===== config.mk =====
export PLATFORM = sky130hd
export DESIGN_NAME = xorshift128_ranged_generator_core
export DESIGN_NICKNAME = d
export VERILOG_FILES = /design/src/design/xrg_pkg.sv /design/src/design/xrg_front.sv /design/src/design/xrg_queue.sv /design/src/design/xrg_back.sv /design/src/design/xorshift128_ranged_generator_core.sv
export VERILOG_INCLUDE_DIRS = /design/src /design/src/design
export SDC_FILE = /design/constraint.sdc
export NUM_CORES = 2
export LEC_CHECK = 0
export ABC_CLOCK_PERIOD_IN_PS = 7300
export BUFFER_PORTS_ARGS = -buffer_cell sky130_fd_sc_hd__buf_2
export CAP_MARGIN = 15
export CORE_MARGIN = 1.5
export CORE_UTILIZATION = 45
export CTS_BUF_LIST = sky130_fd_sc_hd__clkbuf_4
export DETAILED_ROUTE_END_ITERATION = 10
export SLEW_MARGIN = 10
export SYNTH_ARGS = -nofsm -noshare
export SYNTH_HDL_FRONTEND = slang
export SYNTH_SLANG_ARGS = --single-unit

===== constraint.sdc =====
create_clock -name i_clk -period 7.3 [get_ports i_clk]
set_input_delay 1.46 -clock i_clk [delete_from_list [all_inputs] [get_ports i_clk]]
set_output_delay 1.46 -clock i_clk [all_outputs]
set_load 0.005 [all_outputs]

===== src/design/xorshift128_ranged_generator_core_assert.svh =====
// ----------------------------------------------------------------------------
// xorshift128 ranged generator assertion macros
// Shared concurrent assertion forms used by the generator modules.
// ----------------------------------------------------------------------------
`ifndef XORSHIFT128_RANGED_GENERATOR_CORE_ASSERT_SVH
`define XORSHIFT128_RANGED_GENERATOR_CORE_ASSERT_SVH

// same-cycle implication, checked out of reset
`define XRG_ASSERT_NOW(label, clk, rst_n, ante, cons, msg) \
    label: assert property (@(posedge clk) disable iff (!rst_n) (ante) |-> (cons)) \
        else $error(msg);

// next-cycle implication, checked out of reset
`define XRG_ASSERT_NEXT(label, clk, rst_n, ante, cons, msg) \
    label: assert property (@(posedge clk) disable iff (!rst_n) (ante) |=> (cons)) \
        else $error(msg);

`endif


===== src/design/xrg_pkg.sv =====
// ----------------------------------------------------------------------------
// xrg_pkg
// Types, constants and mixing functions shared by the generator modules.
// ----------------------------------------------------------------------------
`default_nettype none

package xrg_pkg;

    // seeding constants
    localparam logic [31:0] SEED_MULT = 32'd1812433253;
    localparam int          NUM_WORDS = 4;
    localparam int          IDX_W     = $clog2(NUM_WORDS);
    localparam logic [31:0] SEED_XOR [NUM_WORDS] = '{
        32'd123464980, 32'd3447902351, 32'd2859490775, 32'd47621719
    };

    // default depth of the job queue between front and back
    localparam int QUEUE_DEPTH_DEF = 2;

    // what the back end has to do with a job
    typedef enum logic [1:0] {
        JOB_RAW,
        JOB_EMPTY,
        JOB_RANGED
    } t_job_kind;

    // one classified request
    typedef struct packed {
        t_job_kind   kind;
        logic [31:0] raw_word;
        logic [31:0] range_low;
        logic [32:0] span;
    } t_job;

    // queue status seen by both sides
    typedef struct packed {
        logic full;
        logic empty;
    } t_q_status;

    // add one and xorshift after the seed multiply
    function automatic logic [31:0] mix_tail(input logic [31:0] prod);
        logic [31:0] s;
        s = prod + 32'd1;
        s = s ^ (s << 13);
        s = s ^ (s >> 17);
        return s;
    endfunction

    // new word_w of one xorshift128 step
    function automatic logic [31:0] next_word(input logic [31:0] x, input logic [31:0] w);
        logic [31:0] t;
        t = x ^ (x << 11);
        return w ^ t ^ (t >> 8) ^ (w >> 19);
    endfunction

endpackage

`default_nettype wire


===== src/design/xrg_front.sv =====
// ----------------------------------------------------------------------------
// xrg_front
// Seeding sequencer, generator state, request classification and span setup.
// ----------------------------------------------------------------------------
`default_nettype none

`include "xorshift128_ranged_generator_core_assert.svh"

module xrg_front (
    input  wire logic               i_clk,
    input  wire logic               i_rst_n,
    input  wire logic               i_seed_we,
    input  wire logic [31:0]        i_seed_value,
    input  wire logic               i_push,
    input  wire logic               i_op,
    input  wire logic signed [31:0] i_range_low,
    input  wire logic signed [31:0] i_range_high,
    output logic                    o_full,
    input  wire xrg_pkg::t_q_status i_q_status,
    output logic                    o_job_push,
    output xrg_pkg::t_job           o_job
);
    import xrg_pkg::*;

    typedef enum logic [1:0] {
        S_IDLE,
        S_MUL,
        S_MIX
    } t_state;

    t_state           r_state;
    logic [31:0]      r_seed;
    logic [31:0]      r_prod;
    logic [IDX_W-1:0] r_idx;
    logic [31:0]      r_word [NUM_WORDS];

    logic        accept;
    logic [31:0] mixed;
    logic [31:0] new_word;
    logic        all_zero;
    logic [32:0] diff;
    t_job_kind   kind;

    // seeding mix and the zero-state check on the last word
    assign mixed    = mix_tail(r_prod);
    assign new_word = SEED_XOR[r_idx] ^ mixed;
    assign all_zero = (r_word[0] == 32'd0) && (r_word[1] == 32'd0)
                   && (r_word[2] == 32'd0) && (new_word == 32'd0);

    // classify the request
    assign diff = {i_range_high[31], i_range_high} - {i_range_low[31], i_range_low};
    always_comb begin
        priority if (!i_op) begin
            kind = JOB_RAW;
        end else if (diff[32]) begin
            kind = JOB_EMPTY;
        end else begin
            kind = JOB_RANGED;
        end
    end

    assign o_full     = (r_state != S_IDLE) || i_q_status.full;
    assign accept     = i_push && !o_full;
    assign o_job_push = accept;

    always_comb begin
        o_job.kind      = kind;
        o_job.raw_word  = (kind == JOB_EMPTY) ? 32'd0
                        : next_word(r_word[0], r_word[NUM_WORDS-1]);
        o_job.range_low = i_range_low;
        o_job.span      = diff + 33'd1;
    end

    // seeding sequencer
    always_ff @(posedge i_clk) begin
        if (!i_rst_n) begin
            r_state <= S_MUL;
            r_seed  <= 32'd0;
            r_idx   <= '0;
        end else if (i_seed_we) begin
            r_state <= S_MUL;
            r_seed  <= i_seed_value;
            r_idx   <= '0;
        end else begin
            unique case (r_state)
                S_MUL: begin
                    r_state <= S_MIX;
                end
                S_MIX: begin
                    r_seed <= mixed;
                    r_idx  <= r_idx + 1'b1;
                    if (r_idx == IDX_W'(NUM_WORDS - 1)) begin
                        r_state <= all_zero ? S_MUL : S_IDLE;
                    end else begin
                        r_state <= S_MUL;
                    end
                end
                S_IDLE: begin
                    r_state <= S_IDLE;
                end
                default: begin
                    r_state <= S_IDLE;
                end
            endcase
        end
    end

    // seed product, one multiply per mix step
    always_ff @(posedge i_clk) begin
        r_prod <= r_seed * SEED_MULT;
    end

    // generator words: written by seeding, shifted on each drawn word
    always_ff @(posedge i_clk) begin
        if (r_state == S_MIX) begin
            r_word[r_idx] <= new_word;
        end else if (accept && kind != JOB_EMPTY) begin
            for (int i = 0; i < NUM_WORDS - 1; i++) begin
                r_word[i] <= r_word[i+1];
            end
            r_word[NUM_WORDS-1] <= next_word(r_word[0], r_word[NUM_WORDS-1]);
        end
    end

    `XRG_ASSERT_NOW(a_state_nonzero, i_clk, i_rst_n,
        r_state == S_IDLE,
        (r_word[0] | r_word[1] | r_word[2] | r_word[3]) != 32'd0,
        "generator state is all zero")

endmodule

`default_nettype wire


===== src/design/xrg_queue.sv =====
// ----------------------------------------------------------------------------
// xrg_queue
// Small job queue decoupling request classification from the divider.
// ----------------------------------------------------------------------------
`default_nettype none

`include "xorshift128_ranged_generator_core_assert.svh"

module xrg_queue #(
    parameter int DEPTH = xrg_pkg::QUEUE_DEPTH_DEF
) (
    input  wire logic          i_clk,
    input  wire logic          i_rst_n,
    input  wire logic          i_push,
    input  wire xrg_pkg::t_job i_job,
    input  wire logic          i_pop,
    output xrg_pkg::t_job      o_job,
    output xrg_pkg::t_q_status o_status
);
    import xrg_pkg::*;

    localparam int PTR_W = (DEPTH > 1) ? $clog2(DEPTH) : 1;
    localparam int CNT_W = $clog2(DEPTH + 1);

    t_job             r_mem [DEPTH];
    logic [PTR_W-1:0] r_wr_ptr;
    logic [PTR_W-1:0] r_rd_ptr;
    logic [CNT_W-1:0] r_count;

    logic do_push;
    logic do_pop;

    assign o_status.full  = (r_count == CNT_W'(DEPTH));
    assign o_status.empty = (r_count == '0);
    assign do_push        = i_push && !o_status.full;
    assign do_pop         = i_pop && !o_status.empty;
    assign o_job          = r_mem[r_rd_ptr];

    // pointers and fill count
    always_ff @(posedge i_clk) begin
        if (!i_rst_n) begin
            r_wr_ptr <= '0;
            r_rd_ptr <= '0;
            r_count  <= '0;
        end else begin
            if (do_push) begin
                r_wr_ptr <= (r_wr_ptr == PTR_W'(DEPTH - 1)) ? '0 : r_wr_ptr + 1'b1;
            end
            if (do_pop) begin
                r_rd_ptr <= (r_rd_ptr == PTR_W'(DEPTH - 1)) ? '0 : r_rd_ptr + 1'b1;
            end
            if (do_push && !do_pop) begin
                r_count <= r_count + 1'b1;
            end else if (do_pop && !do_push) begin
                r_count <= r_count - 1'b1;
            end
        end
    end

    // storage
    always_ff @(posedge i_clk) begin
        if (do_push) begin
            r_mem[r_wr_ptr] <= i_job;
        end
    end

    `XRG_ASSERT_NOW(a_count_bound, i_clk, i_rst_n,
        1'b1, r_count <= CNT_W'(DEPTH),
        "job queue count beyond depth")

    `XRG_ASSERT_NEXT(a_fill_to_full, i_clk, i_rst_n,
        do_push && !do_pop && r_count == CNT_W'(DEPTH - 1), o_status.full,
        "job queue did not report full")

endmodule

`default_nettype wire


===== src/design/xrg_back.sv =====
// ----------------------------------------------------------------------------
// xrg_back
// Bit-serial remainder by the span, range offset and result register.
// ----------------------------------------------------------------------------
`default_nettype none

`include "xorshift128_ranged_generator_core_assert.svh"

module xrg_back (
    input  wire logic               i_clk,
    input  wire logic               i_rst_n,
    input  wire xrg_pkg::t_q_status i_q_status,
    input  wire xrg_pkg::t_job      i_job,
    output logic                    o_q_pop,
    input  wire logic               i_pop,
    output logic                    o_empty,
    output logic [31:0]             o_raw_word,
    output logic signed [31:0]      o_ranged_value
);
    import xrg_pkg::*;

    localparam int BITS  = 32;
    localparam int BIT_W = $clog2(BITS);

    typedef enum logic [1:0] {
        S_IDLE,
        S_DIV,
        S_DONE
    } t_state;

    t_state           r_state;
    t_job             r_job;
    logic [31:0]      r_rem;
    logic [31:0]      r_dvd;
    logic [BIT_W-1:0] r_bit;
    logic             r_out_valid;
    logic [31:0]      r_out_raw;
    logic [31:0]      r_out_ranged;

    logic [32:0] trial;
    logic        take;
    logic        load_out;
    logic [31:0] res_raw;
    logic [31:0] res_ranged;

    // one quotient bit per cycle
    assign trial = {r_rem, r_dvd[31]};
    assign take  = (trial >= r_job.span);

    assign o_q_pop  = (r_state == S_IDLE) && !i_q_status.empty;
    assign load_out = (r_state == S_DONE) && (!r_out_valid || i_pop);

    // result of the finished job
    always_comb begin
        unique case (r_job.kind)
            JOB_RAW: begin
                res_raw    = r_job.raw_word;
                res_ranged = 32'd0;
            end
            JOB_EMPTY: begin
                res_raw    = 32'd0;
                res_ranged = r_job.range_low;
            end
            JOB_RANGED: begin
                res_raw    = r_job.raw_word;
                res_ranged = r_rem + r_job.range_low;
            end
            default: begin
                res_raw    = 32'd0;
                res_ranged = 32'd0;
            end
        endcase
    end

    // job sequencer and result register
    always_ff @(posedge i_clk) begin
        if (!i_rst_n) begin
            r_state     <= S_IDLE;
            r_out_valid <= 1'b0;
        end else begin
            if (load_out) begin
                r_out_valid <= 1'b1;
            end else if (i_pop) begin
                r_out_valid <= 1'b0;
            end
            unique case (r_state)
                S_IDLE: begin
                    if (o_q_pop) begin
                        r_state <= (i_job.kind == JOB_RANGED) ? S_DIV : S_DONE;
                    end
                end
                S_DIV: begin
                    if (r_bit == BIT_W'(BITS - 1)) begin
                        r_state <= S_DONE;
                    end
                end
                S_DONE: begin
                    if (load_out) begin
                        r_state <= S_IDLE;
                    end
                end
                default: begin
                    r_state <= S_IDLE;
                end
            endcase
        end
    end

    // datapath
    always_ff @(posedge i_clk) begin
        if (o_q_pop) begin
            r_job <= i_job;
            r_dvd <= i_job.raw_word;
            r_rem <= 32'd0;
            r_bit <= '0;
        end else if (r_state == S_DIV) begin
            r_rem <= take ? 32'(trial - r_job.span) : trial[31:0];
            r_dvd <= {r_dvd[30:0], 1'b0};
            r_bit <= r_bit + 1'b1;
        end
        if (load_out) begin
            r_out_raw    <= res_raw;
            r_out_ranged <= res_ranged;
        end
    end

    assign o_empty        = !r_out_valid;
    assign o_raw_word     = r_out_raw;
    assign o_ranged_value = r_out_ranged;

    `XRG_ASSERT_NOW(a_rem_below_span, i_clk, i_rst_n,
        r_state == S_DIV, {1'b0, r_rem} < r_job.span,
        "partial remainder not below span")

    `XRG_ASSERT_NEXT(a_div_length, i_clk, i_rst_n,
        r_state == S_IDLE && o_q_pop && i_job.kind == JOB_RANGED,
        r_state == S_DIV && r_bit == '0,
        "division did not start at the top bit")

endmodule

`default_nettype wire


===== src/design/xorshift128_ranged_generator_core.sv =====
// ----------------------------------------------------------------------------
// xorshift128_ranged_generator_core
// xorshift128 word generator with raw and inclusive-range integer requests.
// ----------------------------------------------------------------------------
// Requests enter through a queue-style port (push/full) and results leave
// through another (pop/empty), one result word per request, in order. The
// front draws the generator word for a raw or ranged request in the cycle
// it is accepted; a raw request or one whose upper bound is below the lower
// bound passes through the job queue and the job register into the result
// register, and a ranged request also passes through the bit-serial
// remainder unit, which resolves one bit of the 32-bit word per cycle. A
// short job queue lets requests be accepted while the remainder unit is
// busy. Writing the seed register reseeds the generator by a multiply and a
// mix step per word (repeated if the words come out all zero); after reset
// the same sequence runs with seed zero, and full stays high until done.
// ----------------------------------------------------------------------------
`default_nettype none

module xorshift128_ranged_generator_core #(
    parameter int QUEUE_DEPTH = xrg_pkg::QUEUE_DEPTH_DEF
) (
    input  wire logic               i_clk,
    input  wire logic               i_rst_n,
    input  wire logic               i_seed_we,
    input  wire logic [31:0]        i_seed_value,
    input  wire logic               push,
    output logic                    full,
    input  wire logic               i_op,
    input  wire logic signed [31:0] i_range_low,
    input  wire logic signed [31:0] i_range_high,
    output logic                    empty,
    input  wire logic               pop,
    output logic [31:0]             o_raw_word,
    output logic signed [31:0]      o_ranged_value
);
    import xrg_pkg::*;

    t_q_status q_status;
    t_job      front_job;
    t_job      head_job;
    logic      job_push;
    logic      job_pop;

    // request front end
    xrg_front u_front (
        .i_clk        (i_clk),
        .i_rst_n      (i_rst_n),
        .i_seed_we    (i_seed_we),
        .i_seed_value (i_seed_value),
        .i_push       (push),
        .i_op         (i_op),
        .i_range_low  (i_range_low),
        .i_range_high (i_range_high),
        .o_full       (full),
        .i_q_status   (q_status),
        .o_job_push   (job_push),
        .o_job        (front_job)
    );

    // job queue
    xrg_queue #(
        .DEPTH (QUEUE_DEPTH)
    ) u_queue (
        .i_clk    (i_clk),
        .i_rst_n  (i_rst_n),
        .i_push   (job_push),
        .i_job    (front_job),
        .i_pop    (job_pop),
        .o_job    (head_job),
        .o_status (q_status)
    );

    // remainder unit and result word
    xrg_back u_back (
        .i_clk          (i_clk),
        .i_rst_n        (i_rst_n),
        .i_q_status     (q_status),
        .i_job          (head_job),
        .o_q_pop        (job_pop),
        .i_pop          (pop),
        .o_empty        (empty),
        .o_raw_word     (o_raw_word),
        .o_ranged_value (o_ranged_value)
    );

endmodule

`default_nettype wire


==> summary.txt <==
Outcome
  – Status: finished clean

Global route
  – Met1 Use GR: between 30% and 40%
  – Largest net degree at the start of global routing: 73
  – Initial antenna violation count: 11
  – GRT Total Usage: 22.6%
  – First-pass GRT wire length: 154 mm
  – Met2 Use GR: 35.8%
  – Met3 usage: 4.77%
  – Vias in the first global route: 26300
  – Top Usage Layer GRT: met2
  – Total gr overflow: 0

Layout
  – Area occupied by multi-input gates: between 15000 and 20000 um2
  – # nets final: 4295
  – Final instance area: approximately 44000 um2
  – Layout cell share with drive strength beyond 1: 15.9%
  – Sequential cell area: 17900 um2
  – Fill count: between 7000 and 8000
  – P&R area growth vs syn: 11.3%

Synth
  – Synth top area share: 39.9%
  – Yosys top cell by area: edfxtp_1
  – Top-count cell post-synth: edfxtp_1
  – Commonest cells post-synth: 521 x edfxtp_1, 351 x inv_1, 320 x ha_1
  – Synth Area in Simple Gates: 9.95%
  – Synthesized instance count: 3442
  – Largest family of logic cells by synthesized area: adder cells
  – XOR/XNOR Fraction of Synth Area: 8.02%
  – Largest cells by area after synthesis: edfxtp_1 40%, ha_1 10%, fa_1 7.7%
  – Prevailing post-synth register cell: edfxtp_1
  – Synth Area in Adders: 17.9%
  – Syn nets: 4014
  – Ys async rst share: 0%
  – Post-synthesis sequential element count: 634
  – Distinct cells, synth: 85
  – Synthesized cell area: approximately 39000 um2
  – EDFF count, synth: 521
  – Multiplexer share of the synthesized area: around 3.3%
  – Sequential element share of the synthesized area: between 40% and 50%
  – Synthesis Warnings: 0
  – Syn Area/Cell: approximately 11 um2
  – Complex-gate fraction of the synthesized area: roughly 11%

Power
  – Static leakage: 18.3 nW
  – Power per Cell Area: 369 nW/um2
  – Peak VDD IR: 0.000277 V
  – Overall Power: roughly 0.016 W

Clock tree
  – Clock buffer depth: 3
  – Clock-pin slew on the worst setup and hold paths: 0.08 ns
  – H-tree levels: 4
  – Setup bufs post-CTS: 0
  – Clock Latency Late Sink: approximately 1.0 ns
  – PostCTS Resize Cnt: 0
  – Post-CTS Hold Buffers: 0
  – TritonCTS buffer count: 166
  – Root Driver: clkbuf_4
  – TritonCTS clock tree: built
  – CTS Sinks: around 630

Timing
  – Clock Skew: 0.0658 ns
  – Slew Limit Fails: 0
  – Fmax: 0.150 GHz
  – Worst-margin pin slew: 1.12 ns
  – Unrepaired setup endpoints after global routing: false
  – Final worst setup slack: 0.629 ns
  – Period utilization: between 90% and 100%
  – Minimum clock period: 6.67 ns
  – Rel. slew slack: 25.6%
  – Hold Vio Cnt, Final: 0
  – Setup violators final: 0
  – Setup TNS: 0 ns

Floorplan
  – Initial core utilization: 45.3%
  – Die Wd: 298 um
  – Row Count: 108
  – Die height: between 200 and 300 um
  – Core area: 86500 um2
  – I/O Pins: 168
  – Die area: around 89000 um2

Routing
  – # DRC: 0
  – Vias per cell: 5.29
  – Detail Route Antenna Nets: 0
  – Routed wire length per instance: about 20 um
  – DR iter-0 viols: ~1700
  – Final WL: 100 mm
  – DR pass1 iterations: 5
  – Vias: 26500

Placement
  – Port bufs: 167
  – RePlAce Congestion: ~0.93
  – Placed cell area: between 40000 and 50000 um2
  – Hpwl dp: 76.6 mm
  – Worst slack at placement: between 0.6 and 0.7 ns

Worst setup path
  – CP Max Fanout: 11
  – Worst Path Required: 8.19 ns
  – Kind of critical path: register to register
  – CP arrival: 7.56 ns
  – Setup crit start kind: register
  – CP endpoint kind: register

Job
  – # Max-Cap Violations: 0

Min path
  – HP Class: register to register
==> final timing paths <==
check                             startpoint                           end  slack (ns)  cells past startpoint
max          u_front.r_seed[11]$_SDFFE_PN0P_    u_front.r_prod[31]$_DFF_P_        0.63                     23
min             u_back.r_bit[4]$_SDFFE_PP0P_  u_back.r_bit[4]$_SDFFE_PP0P_        0.47                      2
max reg2reg  u_front.r_seed[11]$_SDFFE_PN0P_    u_front.r_prod[31]$_DFF_P_        0.63                     23
min reg2reg     u_back.r_bit[4]$_SDFFE_PP0P_  u_back.r_bit[4]$_SDFFE_PP0P_        0.47                      2
==> report_power, final <==
group | switching (W) | internal, W
logic | 0.00436 | 0.00301
registers | 0.000444 | 0.00525
clock network | 0.00152 | 0.00151
==> per-layer routing <==
layer | part of all wire (%) | wire length [um] | up-vias
met3 | 5.9 | 5970 | 189
li1 | - | - | 12800
met4 | 3.0 | 3020 | 10
met2 | 46 | 45900 | 797
met1 | 45 | 45300 | 12700
met5 | 0.063 | 63 | -
==> metrics by stage <==
stage,utilization (%),instances,hold WS [ns]
after CTS,50.4,5006,0.471
final,50.5,5012,0.468
after detailed placement,48.0,4709,0.460
after global routing,50.5,5012,0.497
after floorplan,-,3442,0.436
after global placement,48.0,4709,0.450
==> layout make-up <==
| type | count | area share (%) |
|---|---|---|
| timing repair buffer | 212 | 2.74 |
| multi-input combinational | 2357 | 45.1 |
| clock inverter | 67 | 0.760 |
| inverter | 352 | 3.03 |
| clock buffer | 230 | 3.96 |
| sequential | 634 | 41.0 |
| antenna | 5 | 0.0287 |
| tap | 1155 | 3.31 |
==> cells by family (layout without fill, tap and decap cells) <==
kind of cell,after synthesis,count (layout)
adders and majority gates,470,470
buffers and inverters,451,861
muxes,117,117
and+or+nand+nor,786,786
xor gates and xnor gates,351,351
other,0,5
AOI/OAI and AO/OA,633,633
DFF,634,634
==> flip-flops by register name (all words and copies together), names as in the netlist, named ones only <==
name	count
u_back.r_bit	5
u_queue.r_rd_ptr	1
u_back.o_raw_word	32
u_back.o_ranged_value	32
u_front.r_seed	32
u_back.r_out_valid	1
u_back.r_job	99
u_front.r_prod	32
u_back.r_dvd	32
u_front.r_idx	2
u_front.r_word	128
u_back.r_rem	32
u_front.r_state	2
u_queue.r_count	2
u_queue.r_wr_ptr	1
u_queue.r_mem	198
u_back.r_state	2
==> layout by cell type (no fill, tap or decap), types with 112 or more instances in the layout <==
| cell | n |
|---|---|
| edfxtp_1 | 521 |
| inv_1 | 350 |
| ha_1 | 320 |
| xnor2_1 | 240 |
| clkbuf_4 | 230 |
| nand2_1 | 226 |
| nor2_1 | 173 |
| buf_2 | 167 |
| fa_1 | 150 |
| a21oi_1 | 137 |
| a21o_1 | 113 |
| dfxtp_1 | 112 |
==> worst max-delay path, cell delays in order (launching register included) <==
cell	delay (ns)
dfxtp_1	0.64
ha_1	0.32
ha_1	0.30
fa_1	0.50
inv_1	0.05
fa_1	0.53
inv_1	0.05
fa_1	0.49
inv_1	0.04
fa_1	0.48
inv_1	0.06
fa_1	0.50
fa_1	0.43
ha_1	0.35
a21o_1	0.19
a21o_1	0.18
a21oi_1	0.17
and3b_1	0.18
o31a_1	0.15
nor2_1	0.11
a2111oi_0	0.39
o21bai_1	0.14
a21oi_1	0.18
xnor2_1	0.08
(Power assumes the default switching activity.)
